### src/rtl/core/tcw_pkg.sv
`default_nettype none

package tcw_pkg;

    // Command codes on the input channel
    typedef enum logic [3:0] {
        OP_SET     = 4'd0,
        OP_HOME    = 4'd1,
        OP_LEFT    = 4'd2,
        OP_RIGHT   = 4'd3,
        OP_DOWN    = 4'd4,
        OP_UP      = 4'd5,
        OP_RETURN  = 4'd6,
        OP_WRITE   = 4'd7,
        OP_SHOW    = 4'd8,
        OP_HIDE    = 4'd9,
        OP_ENABLE  = 4'd10,
        OP_DISABLE = 4'd11
    } t_op;

    typedef enum logic [1:0] {
        SCROLL_NONE = 2'd0,
        SCROLL_UP   = 2'd1,
        SCROLL_DOWN = 2'd2
    } t_scroll;

    // Register index, byte address bits [3:2]
    typedef enum logic [1:0] {
        REG_WIN_LEFT   = 2'd0,
        REG_WIN_RIGHT  = 2'd1,
        REG_WIN_TOP    = 2'd2,
        REG_WIN_BOTTOM = 2'd3
    } t_reg;

    localparam int ADDR_W  = 4;
    localparam int DATA_W  = 32;
    localparam int CODE_W  = 8;

    localparam logic [CODE_W-1:0] CHAR_SPACE = 8'd32;
    localparam logic [CODE_W-1:0] CHAR_DEL   = 8'd127;

    localparam int WIN_RIGHT_RST  = 79;
    localparam int WIN_BOTTOM_RST = 59;

    // Side effects of one command
    typedef struct packed {
        t_scroll scroll;
        logic    draw;
        logic    invert;
    } t_flags;

endpackage

`default_nettype wire

### src/rtl/core/tcw_cfg.sv
`default_nettype none

module tcw_cfg #(
    parameter int COL_BITS = 7,
    parameter int ROW_BITS = 6
) (
    input  wire logic                       i_clk,
    input  wire logic                       i_rst_n,
    input  wire logic                       psel,
    input  wire logic                       penable,
    input  wire logic                       pwrite,
    input  wire logic [tcw_pkg::ADDR_W-1:0] paddr,
    input  wire logic [tcw_pkg::DATA_W-1:0] pwdata,
    output logic      [tcw_pkg::DATA_W-1:0] prdata,
    output logic      [COL_BITS-1:0]        o_win_left,
    output logic      [COL_BITS-1:0]        o_win_right,
    output logic      [ROW_BITS-1:0]        o_win_top,
    output logic      [ROW_BITS-1:0]        o_win_bottom
);
    import tcw_pkg::*;

    logic [COL_BITS-1:0] r_win_left;
    logic [COL_BITS-1:0] r_win_right;
    logic [ROW_BITS-1:0] r_win_top;
    logic [ROW_BITS-1:0] r_win_bottom;
    logic                w_wr;
    t_reg                w_idx;

    assign w_wr  = psel && penable && pwrite;
    assign w_idx = t_reg'(paddr[3:2]);

    always_ff @(posedge i_clk) begin
        if (!i_rst_n) begin
            r_win_left   <= '0;
            r_win_right  <= COL_BITS'(WIN_RIGHT_RST);
            r_win_top    <= '0;
            r_win_bottom <= ROW_BITS'(WIN_BOTTOM_RST);
        end else if (w_wr) begin
            case (w_idx)
                REG_WIN_LEFT:   r_win_left   <= pwdata[COL_BITS-1:0];
                REG_WIN_RIGHT:  r_win_right  <= pwdata[COL_BITS-1:0];
                REG_WIN_TOP:    r_win_top    <= pwdata[ROW_BITS-1:0];
                REG_WIN_BOTTOM: r_win_bottom <= pwdata[ROW_BITS-1:0];
                default: ;
            endcase
        end
    end

    always_comb begin
        case (w_idx)
            REG_WIN_LEFT:   prdata = DATA_W'(r_win_left);
            REG_WIN_RIGHT:  prdata = DATA_W'(r_win_right);
            REG_WIN_TOP:    prdata = DATA_W'(r_win_top);
            REG_WIN_BOTTOM: prdata = DATA_W'(r_win_bottom);
            default:        prdata = '0;
        endcase
    end

    assign o_win_left   = r_win_left;
    assign o_win_right  = r_win_right;
    assign o_win_top    = r_win_top;
    assign o_win_bottom = r_win_bottom;

endmodule

`default_nettype wire

### src/rtl/core/tcw_core.sv
`default_nettype none

module tcw_core #(
    parameter int COL_BITS = 7,
    parameter int ROW_BITS = 6
) (
    input  wire logic                       i_clk,
    input  wire logic                       i_rst_n,
    input  wire logic                       i_step,
    input  wire logic [3:0]                 i_op,
    input  wire logic [tcw_pkg::CODE_W-1:0] i_code,
    input  wire logic [COL_BITS-1:0]        i_set_col,
    input  wire logic [ROW_BITS-1:0]        i_set_row,
    input  wire logic [COL_BITS-1:0]        i_win_left,
    input  wire logic [COL_BITS-1:0]        i_win_right,
    input  wire logic [ROW_BITS-1:0]        i_win_top,
    input  wire logic [ROW_BITS-1:0]        i_win_bottom,
    output logic      [COL_BITS-1:0]        o_col,
    output logic      [ROW_BITS-1:0]        o_row,
    output tcw_pkg::t_flags                 o_flags,
    output logic      [COL_BITS-1:0]        o_draw_col,
    output logic      [ROW_BITS-1:0]        o_draw_row,
    output logic      [tcw_pkg::CODE_W-1:0] o_draw_code
);
    import tcw_pkg::*;

    logic [COL_BITS-1:0] r_cur_col, n_cur_col;
    logic [ROW_BITS-1:0] r_cur_row, n_cur_row;
    logic                r_shown, n_shown;
    logic                r_allowed, n_allowed;

    logic [COL_BITS-1:0] w_col_span;
    logic [ROW_BITS-1:0] w_row_span;
    logic [COL_BITS:0]   w_col_inc;
    logic [ROW_BITS:0]   w_row_inc;
    logic                w_col_end;
    logic                w_row_end;
    logic [COL_BITS:0]   w_abs_col;
    logic [ROW_BITS:0]   w_abs_row;
    logic                w_printable;
    logic                w_inside;
    logic                w_do_draw;
    t_op                 w_op;

    // Span collapses to one cell on an inverted axis
    assign w_col_span = (i_win_right >= i_win_left) ? (i_win_right - i_win_left) : '0;
    assign w_row_span = (i_win_bottom >= i_win_top) ? (i_win_bottom - i_win_top) : '0;

    assign w_col_inc = {1'b0, r_cur_col} + (COL_BITS+1)'(1);
    assign w_row_inc = {1'b0, r_cur_row} + (ROW_BITS+1)'(1);
    assign w_col_end = w_col_inc > {1'b0, w_col_span};
    assign w_row_end = w_row_inc > {1'b0, w_row_span};

    assign w_abs_col   = {1'b0, r_cur_col} + {1'b0, i_win_left};
    assign w_abs_row   = {1'b0, r_cur_row} + {1'b0, i_win_top};
    assign w_inside    = (w_abs_col <= {1'b0, i_win_right}) &&
                         (w_abs_row <= {1'b0, i_win_bottom});
    assign w_printable = (i_code >= CHAR_SPACE) && (i_code != CHAR_DEL);
    assign w_op        = t_op'(i_op);
    assign w_do_draw   = (w_op == OP_WRITE) && w_printable && w_inside;

    always_comb begin
        n_cur_col      = r_cur_col;
        n_cur_row      = r_cur_row;
        n_shown        = r_shown;
        n_allowed      = r_allowed;
        o_flags.scroll = SCROLL_NONE;
        o_flags.draw   = 1'b0;
        o_flags.invert = 1'b0;
        case (w_op)
            OP_SET: begin
                if (i_set_col <= w_col_span && i_set_row <= w_row_span) begin
                    n_cur_col = i_set_col;
                    n_cur_row = i_set_row;
                end
            end
            OP_HOME: begin
                n_cur_col = '0;
                n_cur_row = '0;
            end
            OP_LEFT: begin
                if (r_cur_col == '0) begin
                    n_cur_col = w_col_span;
                    if (r_cur_row == '0) begin
                        o_flags.scroll = SCROLL_DOWN;
                    end else begin
                        n_cur_row = r_cur_row - ROW_BITS'(1);
                    end
                end else begin
                    n_cur_col = r_cur_col - COL_BITS'(1);
                end
            end
            OP_RIGHT, OP_WRITE: begin
                o_flags.draw = w_do_draw;
                if (w_col_end) begin
                    n_cur_col = '0;
                    if (w_row_end) begin
                        o_flags.scroll = SCROLL_UP;
                    end else begin
                        n_cur_row = w_row_inc[ROW_BITS-1:0];
                    end
                end else begin
                    n_cur_col = w_col_inc[COL_BITS-1:0];
                end
            end
            OP_DOWN: begin
                if (w_row_end) begin
                    o_flags.scroll = SCROLL_UP;
                end else begin
                    n_cur_row = w_row_inc[ROW_BITS-1:0];
                end
            end
            OP_UP: begin
                if (r_cur_row == '0) begin
                    o_flags.scroll = SCROLL_DOWN;
                end else begin
                    n_cur_row = r_cur_row - ROW_BITS'(1);
                end
            end
            OP_RETURN: begin
                n_cur_col = '0;
            end
            OP_SHOW: begin
                if (!r_shown && r_allowed) begin
                    o_flags.invert = 1'b1;
                    n_shown        = 1'b1;
                end
            end
            OP_HIDE: begin
                if (r_shown) begin
                    o_flags.invert = 1'b1;
                    n_shown        = 1'b0;
                end
            end
            OP_ENABLE: begin
                n_allowed = 1'b1;
            end
            OP_DISABLE: begin
                if (r_shown) begin
                    o_flags.invert = 1'b1;
                    n_shown        = 1'b0;
                end
                n_allowed = 1'b0;
            end
            default: ;
        endcase
    end

    always_ff @(posedge i_clk) begin
        if (!i_rst_n) begin
            r_cur_col <= '0;
            r_cur_row <= '0;
            r_shown   <= 1'b0;
            r_allowed <= 1'b1;
        end else if (i_step) begin
            r_cur_col <= n_cur_col;
            r_cur_row <= n_cur_row;
            r_shown   <= n_shown;
            r_allowed <= n_allowed;
        end
    end

    assign o_col       = n_cur_col;
    assign o_row       = n_cur_row;
    assign o_draw_col  = w_do_draw ? w_abs_col[COL_BITS-1:0] : '0;
    assign o_draw_row  = w_do_draw ? w_abs_row[ROW_BITS-1:0] : '0;
    assign o_draw_code = w_do_draw ? i_code : '0;

endmodule

`default_nettype wire

### src/rtl/core/text_cursor_window_controller_top.sv
// Text cursor window controller.
// Input channel (i_valid/o_ready) carries one command per transfer: operation,
// char_code and the window-relative set_col/set_row used by the set command.
// Output channel (o_valid/i_ready) returns exactly one result per command:
// the cursor position after the command, a scroll request, an optional draw
// request at an absolute cell and an invert-cell flag for cursor show/hide.
// Window bounds sit in four APB registers at byte addresses 0, 4, 8 and 12
// (left, right, top, bottom); writes complete in the access cycle, pready is
// tied high. Write them only while no command is in flight.
// A transferred command is captured in the command register, executed
// against the cursor state once the result register is free or being
// drained, and its result is loaded into the result register, which
// drives o_valid; the result transfers when i_ready is high.
// Throughput: one command per cycle; the command register and the result
// register are both live, so a new command is taken while a result waits.
// When the receiver stalls, the result holds and the command register fills;
// o_ready then drops until the result is taken.
// Reset (synchronous, active low): window 0..79 x 0..59, cursor at (0,0),
// cursor hidden and enabled, both pipeline registers empty.
`default_nettype none

module text_cursor_window_controller_top #(
    parameter int COL_BITS = 7,
    parameter int ROW_BITS = 6
) (
    input  wire logic                       i_clk,
    input  wire logic                       i_rst_n,
    // command channel
    input  wire logic                       i_valid,
    output logic                            o_ready,
    input  wire logic [3:0]                 i_operation,
    input  wire logic [tcw_pkg::CODE_W-1:0] i_char_code,
    input  wire logic [COL_BITS-1:0]        i_set_col,
    input  wire logic [ROW_BITS-1:0]        i_set_row,
    // result channel
    output logic                            o_valid,
    input  wire logic                       i_ready,
    output logic      [COL_BITS-1:0]        o_cursor_col,
    output logic      [ROW_BITS-1:0]        o_cursor_row,
    output logic      [1:0]                 o_scroll_req,
    output logic                            o_draw_valid,
    output logic      [COL_BITS-1:0]        o_draw_col,
    output logic      [ROW_BITS-1:0]        o_draw_row,
    output logic      [tcw_pkg::CODE_W-1:0] o_draw_code,
    output logic                            o_invert_cell,
    // register port
    input  wire logic                       psel,
    input  wire logic                       penable,
    input  wire logic                       pwrite,
    input  wire logic [tcw_pkg::ADDR_W-1:0] paddr,
    input  wire logic [tcw_pkg::DATA_W-1:0] pwdata,
    output logic      [tcw_pkg::DATA_W-1:0] prdata,
    output logic                            pready
);
    import tcw_pkg::*;

    // command register
    logic                r_in_valid;
    logic [3:0]          r_op;
    logic [CODE_W-1:0]   r_code;
    logic [COL_BITS-1:0] r_set_col;
    logic [ROW_BITS-1:0] r_set_row;

    // result register
    logic                r_out_valid;
    logic [COL_BITS-1:0] r_col;
    logic [ROW_BITS-1:0] r_row;
    t_flags              r_flags;
    logic [COL_BITS-1:0] r_draw_col;
    logic [ROW_BITS-1:0] r_draw_row;
    logic [CODE_W-1:0]   r_draw_code;

    logic [COL_BITS-1:0] w_win_left;
    logic [COL_BITS-1:0] w_win_right;
    logic [ROW_BITS-1:0] w_win_top;
    logic [ROW_BITS-1:0] w_win_bottom;

    logic [COL_BITS-1:0] w_col;
    logic [ROW_BITS-1:0] w_row;
    t_flags              w_flags;
    logic [COL_BITS-1:0] w_draw_col;
    logic [ROW_BITS-1:0] w_draw_row;
    logic [CODE_W-1:0]   w_draw_code;

    logic                w_adv;

    // Command executes when the result register is free or being drained
    assign w_adv   = r_in_valid && (!r_out_valid || i_ready);
    assign o_ready = !r_in_valid || w_adv;
    assign pready  = 1'b1;

    tcw_cfg #(
        .COL_BITS (COL_BITS),
        .ROW_BITS (ROW_BITS)
    ) u_cfg (
        .i_clk        (i_clk),
        .i_rst_n      (i_rst_n),
        .psel         (psel),
        .penable      (penable),
        .pwrite       (pwrite),
        .paddr        (paddr),
        .pwdata       (pwdata),
        .prdata       (prdata),
        .o_win_left   (w_win_left),
        .o_win_right  (w_win_right),
        .o_win_top    (w_win_top),
        .o_win_bottom (w_win_bottom)
    );

    tcw_core #(
        .COL_BITS (COL_BITS),
        .ROW_BITS (ROW_BITS)
    ) u_core (
        .i_clk        (i_clk),
        .i_rst_n      (i_rst_n),
        .i_step       (w_adv),
        .i_op         (r_op),
        .i_code       (r_code),
        .i_set_col    (r_set_col),
        .i_set_row    (r_set_row),
        .i_win_left   (w_win_left),
        .i_win_right  (w_win_right),
        .i_win_top    (w_win_top),
        .i_win_bottom (w_win_bottom),
        .o_col        (w_col),
        .o_row        (w_row),
        .o_flags      (w_flags),
        .o_draw_col   (w_draw_col),
        .o_draw_row   (w_draw_row),
        .o_draw_code  (w_draw_code)
    );

    // Command register: loads whenever there is room
    always_ff @(posedge i_clk) begin
        if (!i_rst_n) begin
            r_in_valid <= 1'b0;
        end else if (o_ready) begin
            r_in_valid <= i_valid;
        end
        if (i_valid && o_ready) begin
            r_op      <= i_operation;
            r_code    <= i_char_code;
            r_set_col <= i_set_col;
            r_set_row <= i_set_row;
        end
    end

    // Result register: holds while the receiver stalls
    always_ff @(posedge i_clk) begin
        if (!i_rst_n) begin
            r_out_valid <= 1'b0;
        end else if (w_adv) begin
            r_out_valid <= 1'b1;
        end else if (i_ready) begin
            r_out_valid <= 1'b0;
        end
        if (w_adv) begin
            r_col       <= w_col;
            r_row       <= w_row;
            r_flags     <= w_flags;
            r_draw_col  <= w_draw_col;
            r_draw_row  <= w_draw_row;
            r_draw_code <= w_draw_code;
        end
    end

    assign o_valid       = r_out_valid;
    assign o_cursor_col  = r_col;
    assign o_cursor_row  = r_row;
    assign o_scroll_req  = r_flags.scroll;
    assign o_draw_valid  = r_flags.draw;
    assign o_draw_col    = r_draw_col;
    assign o_draw_row    = r_draw_row;
    assign o_draw_code   = r_draw_code;
    assign o_invert_cell = r_flags.invert;

`ifndef SYNTH
    // Drawn codes are always printable
    a_draw_printable: assert property (@(posedge i_clk) disable iff (!i_rst_n)
        (o_valid && o_draw_valid) |-> (o_draw_code >= CHAR_SPACE && o_draw_code != CHAR_DEL))
        else $error("draw request with non-printable code");

    // Draw fields are cleared when there is no draw
    a_draw_zero: assert property (@(posedge i_clk) disable iff (!i_rst_n)
        (o_valid && !o_draw_valid) |->
            (o_draw_col == '0 && o_draw_row == '0 && o_draw_code == '0))
        else $error("draw fields not cleared");

    // A write never inverts and a show/hide never draws
    a_draw_xor_invert: assert property (@(posedge i_clk) disable iff (!i_rst_n)
        o_valid |-> !(o_draw_valid && o_invert_cell))
        else $error("draw and invert in one result");

    // Full pipeline under a stalled receiver must stop the command side
    a_stall_backpressure: assert property (@(posedge i_clk) disable iff (!i_rst_n)
        (r_in_valid && r_out_valid && !i_ready) |-> !o_ready)
        else $error("command taken while both registers are full");

    // A stalled result does not move
    a_stall_hold: assert property (@(posedge i_clk) disable iff (!i_rst_n)
        (r_out_valid && !i_ready) |=> (r_out_valid && $stable(r_col) && $stable(r_row)))
        else $error("result changed while stalled");
`endif

endmodule

`default_nettype wire

### config.mk
export PLATFORM = sky130hd
export DESIGN_NAME = text_cursor_window_controller_top
export DESIGN_NICKNAME = d
export VERILOG_FILES = /design/src/rtl/core/tcw_pkg.sv /design/src/rtl/core/tcw_cfg.sv /design/src/rtl/core/tcw_core.sv /design/src/rtl/core/text_cursor_window_controller_top.sv
export SDC_FILE = /design/constraint.sdc
export NUM_CORES = 1
export LEC_CHECK = 0
export ABC_AREA = 1
export BUFFER_PORTS_ARGS = -buffer_cell sky130_fd_sc_hd__buf_2
export CELL_PAD_IN_SITES_DETAIL_PLACEMENT = 1
export CELL_PAD_IN_SITES_GLOBAL_PLACEMENT = 1
export CORE_ASPECT_RATIO = 1.2
export CORE_MARGIN = 2
export CORE_UTILIZATION = 41
export CTS_CLUSTER_SIZE = 16
export DETAILED_ROUTE_END_ITERATION = 7
export MAX_ROUTING_LAYER = met4
export PLACE_DENSITY = 0.81
export SLEW_MARGIN = 20
export SYNTH_ARGS = -nofsm -noshare
export SYNTH_HDL_FRONTEND = slang
export SYNTH_SLANG_ARGS = --single-unit
### constraint.sdc
create_clock -name i_clk -period 4.1 [get_ports i_clk]
set_input_delay 0.41 -clock i_clk [delete_from_list [all_inputs] [get_ports i_clk]]
set_output_delay 0.41 -clock i_clk [all_outputs]
set_load 0.05 [all_outputs]
==> results by group, run 1 <==
Outcome
  • Status: complete, no violations

Cells and area
  • Layout area overhead: 11.9%
  • Share of cells above drive strength 1: 14.4%
  • Non-Filler Instances: 1253
  • # diodes: 0
  • Most frequent cells in the layout: nand2_1 (183), inv_1 (141), nor2_1 (103)
  • Final core utilization: 47.1%
  • Most common cell after layout, fill and taps aside: nand2_1
  • Final nets: 1170
  • # fillers: 2198

Setup path
  • Critical Path Start: u_cfg.o_win_bottom[0]
  • Crit path launch type: flop
  • Reg2reg end: o_cursor_col[5]
  • CP required: 4220 ps
  • Reg2Reg Launch Point: u_cfg.o_win_bottom[0]
  • Worst EP arrival: 3840 ps
  • Reg2Reg Depth: 26
  • WS Path Type: reg2reg
  • CP Max Fanout: 9
  • Crit path to: o_cursor_col[5]
  • Setup crit end kind: flop
  • R2r setup slk: 380 ps

Power
  • VDD IR max: 0.000185 V
  • Psw: 1.03 mW
  • Sequential power share: 42.6%
  • Comb power frac: 25.3%
  • Tot Pwr: 2.90 mW
  • Cell Int Power: 1.88 mW
  • Sw Ratio: 35.3%
  • Leak Pwr: 4.12 nW
  • Clk pwr share: 32.1%
  • Pwr per Cell Area: 351 nW/um^2

Drt
  • First-pass DRT Iterations: 5
  • Average wire per standard cell: 17.3 um
  • DR vias: 6576
  • Final WL: 21600 um
  • 1st-iter DRT viols: 333
  • Vias per inst: 5.25
  • Antenna Nets Post-Route: 0
  • Drt drc: 0

Synth
  • Ys Warns: 0
  • Avg Inst Size Synth: 7.82 um^2
  • Primary FF master, synth: edfxtp_1
  • Cells taking the most area after synthesis: edfxtp_1 (26%), ha_1 (12%), dfxtp_1 (12%)
  • Seq/Total Area, Yosys: 37.2%
  • Gate Count Post-Synth: 946
  • Synthesized flop and latch total: 106
  • Post-synthesis cell type count: 45
  • Largest area contributor in the synthesized netlist: edfxtp_1
  • Async set-reset flop share out of synthesis: 0%
  • Synth top area share: 25.6%
  • Post-synth EDFFs: 63
  • Synth Cell Area: 7390 um^2

Placement
  • Gpl congestion: 0.883
  • Number of cells after detailed placement: 1237
  • Pre-CTS setup slack: 293 ps
  • DP HPWL: 16600 um
  • # port buffers: 87

Clock tree
  • TritonCTS clock tree: done
  • CTS H-tree lvls: 3
  • TritonCTS Buffers: 9
  • Clock transition at path regs: 80 ps
  • Clock sink count: 106
  • Clock buffer depth: 2
  • Clk_lat worst skew: 370 ps
  • Clk root buf: clkbuf_16

STA
  • Max_slew headroom: 37.4%
  • Setup TNS: 0 ps
  • Worst Tran Pin Value: 938 ps
  • Max Clock Freq: 269 MHz
  • Period utilization: 90.7%
  • Setup Viol. Count Final: 0
  • RSZ-0062 raised after global routing: no
  • Worst Slack Setup Final: 379 ps
  • Final worst path period need: 3720 ps
  • Skew final: 13.3 ps
  • Pins Over Slew Limit: 0
  • Fin. Hold Viols: 0

Die
  • # rows: 53
  • Die width: 127 um
  • I/O pin total: 141
  • Die H: 151 um
  • Starting Density: 42.1%
  • Core ar.: 17600 um^2
  • Full die area: 19100 um^2

Hold path
  • Hold_sp: i_char_code[5]
  • Worst Hold Class: in2reg

Global route
  • First-pass GRT wire length: 34900 um
  • Vias in the first global route: 6953
  • Maximum number of pins on one net before global-route repair: 54
  • Global-route usage over all layers: 23.9%
  • Grt ovf: 0
  • Initial antenna violation count: 0

Run
  • Max Cap Viol: 0
-- cell families (layout without fill, tap and decap cells) --
kind of cell / count (synthesis) / count (layout) / synth area share (%)
AO/OA/AOI/OAI: 153 / 153 / 11.7
adder cells (fa/ha/maj): 74 / 74 / 12.9
flip-flops: 106 / 106 / 37.2
XOR/XNOR: 23 / 23 / 2.72
AND/OR/NAND/NOR: 393 / 393 / 23.6
buffers and inverters: 195 / 258 / 11.7
other: 2 / 26 / 0.102
-- cells in the mapped netlist (3+ instances only) --
cell        n
clkbuf_1    9
a31oi_1     3
o22ai_1     5
o211ai_1   16
inv_1     144
nor2_2      6
nand2_2     6
o21ai_0    53
o21ai_1     4
ha_1       70
edfxtp_1   63
nor3_1      3
nand4_1    20
nor2_1    104
buf_4      27
nand2_1   184
nand3b_1    6
o21bai_1    5
o31ai_1     3
inv_2       4
nand3_1    48
xor2_1     21
dfxtp_1    43
buf_2       6
fa_1        4
nand3_2     8
a21oi_1    56
buf_6       3
-- how the worst min path moves through the flow --
stage | to | cells after the start | slack (ps)
finish | r_code[5] | 1 | 210
global route | r_code[3] | 1 | 200
CTS | r_code[5] | 1 | 200
detailed placement | u_core.r_shown | 2 | 470
global placement | u_core.r_shown | 2 | 460
floorplan | u_core.r_shown | 2 | 440
-- metrics by stage --
step           instance area [um^2]  hold WS, ps
2_1_floorplan                  7480          437
4_1_cts                        8250          197
3_5_place_dp                   7940          470
3_3_place_gp                   7940          456
5_1_grt                        8270          203
6_report                       8270          208
-- routing by layer --
metal  part of all wire (%)  routed length [um]  global-route usage, %  vias up
met5                      0                   0                      -        -
met4                    3.1                 677                   10.3        0
met3                    3.5                 755                   3.46       43
met2                     52               11200                   43.3      125
met1                     42                8990                   26.2     3180
li1                       -                   -                      -     3228
-- power by group through the flow --
stage,Sequential [mW],Combinational [mW],Clock [mW]
after floorplan,1.31,0.489,0
after global placement,1.26,0.701,0
after detailed placement,1.26,0.722,0
after CTS,1.24,0.729,0.951
after global routing,1.24,0.815,0.989
final,1.24,0.734,0.933
-- area by class of cell --
class                   count  area [um^2]  area share, %
clock inverters             7         82.6          0.998
inverters                 148          557           6.73
flip-flops and latches    106         2750           33.3
well taps                 220          275           3.33
multi-input cells         669         3890           47.1
repair buffers             94          488           5.90
clock buffers               9          225           2.72
-- timing repair --
item / in CTS / in global routing
setup endpoints to repair: 0 / 22
buffers inserted: 0 / 0
hold buffers: 0 / 0
resized for setup: 0 / 7
-- sequential cells by signal, indices dropped and copies added (netlist names), 2 cells and up --
register / count
r_set_col: 7
o_draw_row: 6
u_core.r_cur_row: 6
r_set_row: 6
r_op: 4
o_draw_code: 8
o_scroll_req: 2
o_cursor_row: 6
u_cfg.o_win_right: 7
u_cfg.o_win_left: 7
u_cfg.o_win_bottom: 6
o_cursor_col: 7
r_code: 8
u_cfg.o_win_top: 6
u_core.r_cur_col: 7
o_draw_col: 7
-- worst max-delay path: stages (launching register included) --
cell and delay [ps]:
dfxtp_1 370, inv_1 100, ha_1 210, inv_1 80, fa_1 200, inv_1 70, o31ai_1 260, inv_1 80
nor2_1 90, inv_1 60, o211ai_1 90, a21oi_1 140, inv_2 110, nand3_1 120, ha_1 300, nand2_1 70
nor2_2 130, nand2_1 60, nand3_1 80, nand2_2 90, nand2_4 140, buf_4 190, nand2_1 70, nand3_1 70
nand4_1 80, nand2_1 130, inv_1 70
(Power assumes the default switching activity.)
==> run 2: changes to the inputs <==
Settings changed: REMOVE_ABC_BUFFERS from default to 1, TNS_END_PERCENT from default to 100.
==> run 2 against run 1 <==
  * Clock power grew 3.2%
  * Combinational power grew 0.5%
  * Maximum frequency shrank 1.1%
  * Register-to-register slack lost 40 ps
  * Core utilization is essentially flat
  * Die area is the same
  * Worst setup slack lost 41 ps
  * Non-clock buffer count grew 1
==> results by group, run 2 (same netlist as run 1, synthesis figures left out) <==
Setup path
  • Setup crit end kind: flop
  • Worst EP arrival: 4030 ps (+190 ps)
  • WS Path Type: reg2reg
  • Crit path launch type: flop
  • Worst-path cell chain: ha_1 > inv_1 > fa_1 > inv_1 > o31ai_1 > inv_1 > nor2_1 > inv_1 > o211ai_1 > a21oi_1 > inv_2 > o21ai_1 > ha_1 > nand2_1 > nor2_1 > nand2_1 > nand3_1 > nand2_2 > nand2_4 > buf_4 > o211ai_1 > nand4_1 > nor2_1 > nor2_1
  • Delay-heaviest family, CP: simple AND/OR/NAND/NOR gates
  • CP Max Fanout: 10 (+1)
  • Reg2Reg Depth: 24 (-7.7%)
  • CP peak stage delay: 430 ps (+60 ps)
  • CP Depth: 24 (-7.7%)
  • CP max-delay cell: dfxtp_1
  • CP required: 4370 ps (+150 ps)
  • Critical path buffers and inverters: 6 (-2)

STA
  • Pins Over Slew Limit: 0 (unchanged)
  • Max Clock Freq: 266 MHz (-1.1%)
  • Setup Viol. Count Final: 0 (unchanged)
  • Max_slew headroom: 47.1% (+9.6 points)
  • Setup TNS: 0 ps (unchanged)
  • Skew final: 8.82 ps (-4.51 ps)
  • Period utilization: 91.8% (+1.0 points)
  • Fin. Hold Viols: 0 (unchanged)
  • RSZ-0062 raised after global routing: no
  • Final worst path period need: 3760 ps (+41.5 ps)
  • Worst Slack Setup Final: 338 ps (-41.5 ps)
  • Worst Tran Pin Value: 789 ps (-150 ps)

Hold path
  • Worst Hold Class: in2reg
  • Hold Path Cell Cnt: 1 (unchanged)

Clock tree
  • Clk_lat worst skew: 370 ps (about the same)
  • Setup bufs post-CTS: 0 (unchanged)
  • Clock buffer depth: 2 (unchanged)
  • TritonCTS Buffers: 9 (unchanged)
  • Clk root buf: clkbuf_16
  • TritonCTS clock tree: done
  • CTS H-tree lvls: 3 (unchanged)
  • Clock transition at path regs: 80 ps (about the same)
  • Clock sink count: 106 (unchanged)

Global route
  • Global-route usage over all layers: 24.3% (+0.40 points)
  • Grt ovf: 0 (unchanged)
  • First-pass GRT wire length: 35000 um (+0.38%)
  • Maximum number of pins on one net before global-route repair: 40 (-26%)
  • Vias in the first global route: 6772 (-2.6%)
  • Initial antenna violation count: 0 (unchanged)

Placement
  • DP HPWL: 16800 um (+1.1%)
  • # port buffers: 87 (unchanged)
  • Pre-CTS setup slack: 309 ps (+16.2 ps)
  • Gpl congestion: 0.869 (-1.5%)

Cells and area
  • # fillers: 2223 (+1.1%)
  • # diodes: 0 (unchanged)
  • Most common cell after layout, fill and taps aside: nand2_1
  • Share of cells above drive strength 1: 14.3% (-0.11 points)
  • Most frequent cells in the layout: nand2_1 (183), inv_1 (142), nor2_1 (104)
  • Layout area overhead: 11.9% (about the same)
  • Final nets: 1171 (+0.085%)

Drt
  • Vias per inst: 5.27 (+0.44%)
  • First-pass DRT Iterations: 4 (-1)
  • DR vias: 6610 (+0.52%)
  • Final WL: 22100 um (+2.3%)
  • 1st-iter DRT viols: 398 (+20%)
  • Antenna Nets Post-Route: 0 (unchanged)
  • Drt drc: 0 (unchanged)
  • Average wire per standard cell: 17.6 um (+2.2%)

Power
  • Leak Pwr: 4.14 nW (+0.49%)
  • Pwr per Cell Area: 355 nW/um^2 (+1.0%)
  • VDD IR max: 0.000207 V (+12%)

Die
  • Full die area: 19100 um^2 (unchanged)
  • # rows: 53 (unchanged)
  • Starting Density: 42.1% (unchanged)
  • Core ar.: 17600 um^2 (unchanged)
  • I/O pin total: 141 (unchanged)
  • Die H: 151 um (unchanged)
  • Die width: 127 um (unchanged)

Outcome
  • Status: complete, no violations

Run
  • Max Cap Viol: 0 (unchanged)
run 2: cell type report:
| class | instances | area, um^2 | share of cell area, % |
|---|---|---|---|
| Multi-Input combinational cell | 669 | 3880 | 46.9 |
| Sequential cell | 106 | 2750 | 33.3 |
| Inverter | 148 | 556 | 6.71 |
| Timing Repair Buffer | 95 | 495 | 5.99 |
| Tap cell | 220 | 275 | 3.33 |
| Clock buffer | 9 | 225 | 2.72 |
| Clock inverter | 7 | 90.1 | 1.09 |
run 2: routing by layer:
layer	track usage (%)	up-vias	part of all wire (%)
met5	-	-	0
met4	14.0	0	4.5
met3	2.15	54	3.1
met2	41.9	139	51
li1	-	3236	-
met1	27.9	3181	41
run 2: power by group:
group	leakage, nW	internal, mW	switching, mW	total [mW]
logic	3.03	0.204	0.534	0.738
registers	0.951	1.18	0.0497	1.23
clock network	0.156	0.493	0.470	0.963
run 2: final timing paths:
path	end	start	slack (ps)
worst min register to register	u_core.r_shown	u_core.r_shown	500
worst max-delay path	u_core.r_cur_col[3]	u_cfg.o_win_top[0]	340
worst min-delay path	r_set_col[5]	i_set_col[5]	210
worst max register to register	u_core.r_cur_col[3]	u_cfg.o_win_top[0]	340
run 2: per-stage QoR:
step / utilization (%) / total power [mW] / instances / cell area, um^2 / hold WS [ps]
final: 47.1 / 2.94 / 1254 / 8280 / 207
after floorplan: - / 1.76 / 923 / 7170 / 437
after detailed placement: 45.2 / 1.98 / 1238 / 7950 / 483
after CTS: 47.0 / 2.95 / 1254 / 8260 / 197
after global placement: 45.2 / 1.96 / 1238 / 7950 / 455
after global routing: 47.1 / 3.07 / 1254 / 8280 / 201
run 2: what timing repair did:
| action | in CTS | in global routing |
|---|---|---|
| setup endpoints to repair | 0 | 11 |
| resized for setup | 0 | 6 |
| hold buffers | 0 | 0 |
==> run 3: changes to the inputs <==
Settings changed: CELL_PAD_IN_SITES_GLOBAL_PLACEMENT 1 to 2, CORE_UTILIZATION 41 to 32, PLACE_DENSITY 0.81 to 0.8.
==> run 3 against run 2 <==
  * Maximum frequency is 2.2% higher
  * Critical path depth unchanged
  * Highest routed layer unchanged
  * Largest cell class unchanged
  * Sequential cell count is the same
  * Register-to-register slack gained 80 ps
==> results by group, run 3 (same netlist as run 1, synthesis figures left out) <==
STA
  • Worst Tran Pin Value: 798 ps (+9.01 ps)
  • Skew final: 12.9 ps (+4.11 ps)
  • Final worst path period need: 3680 ps (-82.6 ps)
  • Period utilization: 89.7% (-2.0 points)
  • Max_slew headroom: 46.7% (-0.33 points)
  • Max Clock Freq: 272 MHz (+2.2%)
  • RSZ-0062 raised after global routing: no
  • Fin. Hold Viols: 0 (unchanged)
  • Setup TNS: 0 ps (unchanged)
  • Setup Viol. Count Final: 0 (unchanged)
  • Pins Over Slew Limit: 0 (unchanged)

Global route
  • Global-route usage over all layers: 19.2% (-5.1 points)
  • Initial antenna violation count: 0 (unchanged)
  • First-pass GRT wire length: 34800 um (-0.51%)
  • Grt ovf: 0 (unchanged)
  • Vias in the first global route: 6408 (-5.4%)
  • Maximum number of pins on one net before global-route repair: 40 (unchanged)

Cells and area
  • Seq. cell area: 2750 um^2 (unchanged)
  • Multi-input gate area: 3880 um^2 (-0.19%)
  • Fin area: 8400 um^2 (+1.5%)
  • Final nets: 1173 (+0.17%)
  • Share of cells above drive strength 1: 14.4% (+0.069 points)
  • Most common cell after layout, fill and taps aside: nand2_1
  • Most frequent cells in the layout: nand2_1 (183), inv_1 (142), nor2_1 (103)
  • # fillers: 2832 (+27%)
  • Layout area overhead: 13.6%
  • # diodes: 0 (unchanged)

Setup path
  • CP required: 4200 ps (-170 ps)
  • R2r setup slk: 420 ps (+80 ps)
  • Setup crit end kind: flop
  • Worst EP arrival: 3780 ps (-250 ps)
  • CP Max Fanout: 16 (+6)
  • Crit path launch type: flop
  • WS Path Type: reg2reg

Die
  • I/O pin total: 141 (unchanged)
  • Core ar.: 22600 um^2 (+29%)
  • Starting Density: 32.7% (-9.4 points)
  • Full die area: 24300 um^2 (+27%)
  • # rows: 60 (+13%)
  • Die width: 143 um (+13%)
  • Die H: 171 um (+13%)

Drt
  • Drt drc: 0 (unchanged)
  • Met3 routed WL: 727 um (+4.6%)
  • Antenna Nets Post-Route: 0 (unchanged)
  • Detail Route met2 WL: 10900 um (-3.3%)
  • Average wire per standard cell: 16.4 um (-6.7%)
  • Max layer used: met4
  • Vias per inst: 4.73 (-10%)
  • Final WL: 22100 um (+0.10%)
  • Wl on met1: 10200 um (+12%)
  • DR vias: 6360 (-3.8%)
  • First-pass DRT Iterations: 4 (unchanged)
  • 1st-iter DRT viols: 242 (-39%)

Clock tree
  • Clk root buf: clkbuf_16
  • Clock transition at path regs: 90 ps (about the same)
  • TritonCTS Buffers: 9 (unchanged)
  • Clk_lat worst skew: 370 ps (about the same)
  • Post-CTS Hold Fix Bufs: 0 (unchanged)
  • CTS H-tree lvls: 3 (unchanged)
  • Setup bufs post-CTS: 0 (unchanged)
  • Post-CTS resize count: 0 (unchanged)
  • Clock buffer depth: 2 (unchanged)
  • TritonCTS clock tree: done
  • Clock sink count: 106 (unchanged)

Outcome
  • Status: complete, no violations

Power
  • Pwr per Cell Area: 344 nW/um^2 (-2.9%)
  • Leak Pwr: 4.13 nW (-0.14%)
  • VDD IR max: 0.000214 V (+3.1%)

Hold path
  • Worst Hold Class: in2reg

Placement
  • # port buffers: 87 (unchanged)
  • DP Area: 8090 um^2 (+1.8%)
  • DP HPWL: 17400 um (+3.4%)
  • Gpl congestion: 0.880 (+1.2%)

Run
  • Max Cap Viol: 0 (unchanged)
-- run 3: changes by cell type in the layout (fill, tap and decap cells not counted) --
cell / before / now
clkinv_8: 0 / 2
bufinv_16: 1 / 0
buf_12: 0 / 1
inv_8: 3 / 2
nor2_2: 6 / 7
buf_4: 8 / 9
nand3_1: 46 / 48
o21ai_1: 5 / 4
o21ai_0: 52 / 53
nand3_2: 10 / 8
nor2_1: 104 / 103
-- run 3: power breakdown --
part | switching (mW) | internal, mW | leakage (nW) | total, mW
Clock | 0.481 | 0.438 | 0.150 | 0.920
Sequential | 0.0467 | 1.18 | 0.951 | 1.23
Combinational | 0.530 | 0.212 | 3.03 | 0.743
Total | 1.06 | 1.84 | 4.13 | 2.89
-- run 3: path summary, 6_finish.rpt --
check	start	endpoint	cells after the start
worst max-delay path	u_cfg.o_win_top[0]	o_cursor_row[2]	24
worst min-delay path	i_char_code[2]	r_code[2]	1
worst max register to register	u_cfg.o_win_top[0]	o_cursor_row[2]	24
worst min register to register	u_core.r_shown	u_core.r_shown	2
-- run 3: stage by stage --
step	total power, mW	setup WS [ps]	util, %	hold slack (ps)	cells
after floorplan	1.76	908	-	437	923
after global placement	1.99	444	35.8	452	1330
after detailed placement	2.00	411	35.8	454	1330
after CTS	2.93	387	37.1	201	1346
after global routing	3.06	6.53	37.2	196	1346
final	2.89	421	37.2	211	1346
-- run 3: cell type report --
| class | count | area share [%] |
|---|---|---|
| Multi-Input combinational cell | 669 | 46.1 |
| Clock buffer | 9 | 2.68 |
| Clock inverter | 7 | 0.968 |
| Sequential cell | 106 | 32.8 |
| Timing Repair Buffer | 97 | 6.22 |
| Inverter | 148 | 6.61 |
| Tap cell | 310 | 4.62 |
-- run 3: worst max-delay path, cell delays in order (launching register included) --
cell and delay (ps):
dfxtp_1 450, ha_1 180, inv_1 50, fa_1 390, inv_1 90, o31ai_1 70, inv_1 80, nor2_1 40
inv_1 60, o211ai_1 80, a21oi_1 210, inv_1 130, o21ai_0 190, ha_1 310, nand2_1 80, nor2_2 40
nand2_1 60, nand3_1 80, nand2_2 150, nand2_2 100, buf_12 160, nand2_1 60, nand2_1 50, o21bai_1 180
nand3_1 110
-- run 3: routing by layer --
| metal | vias to the layer above | GRT usage (%) |
|---|---|---|
| met3 | 16 | 2.41 |
| met4 | 0 | 4.35 |
| met1 | 3009 | 24.8 |
| met5 | - | - |
| li1 | 3234 | - |
| met2 | 101 | 32.4 |
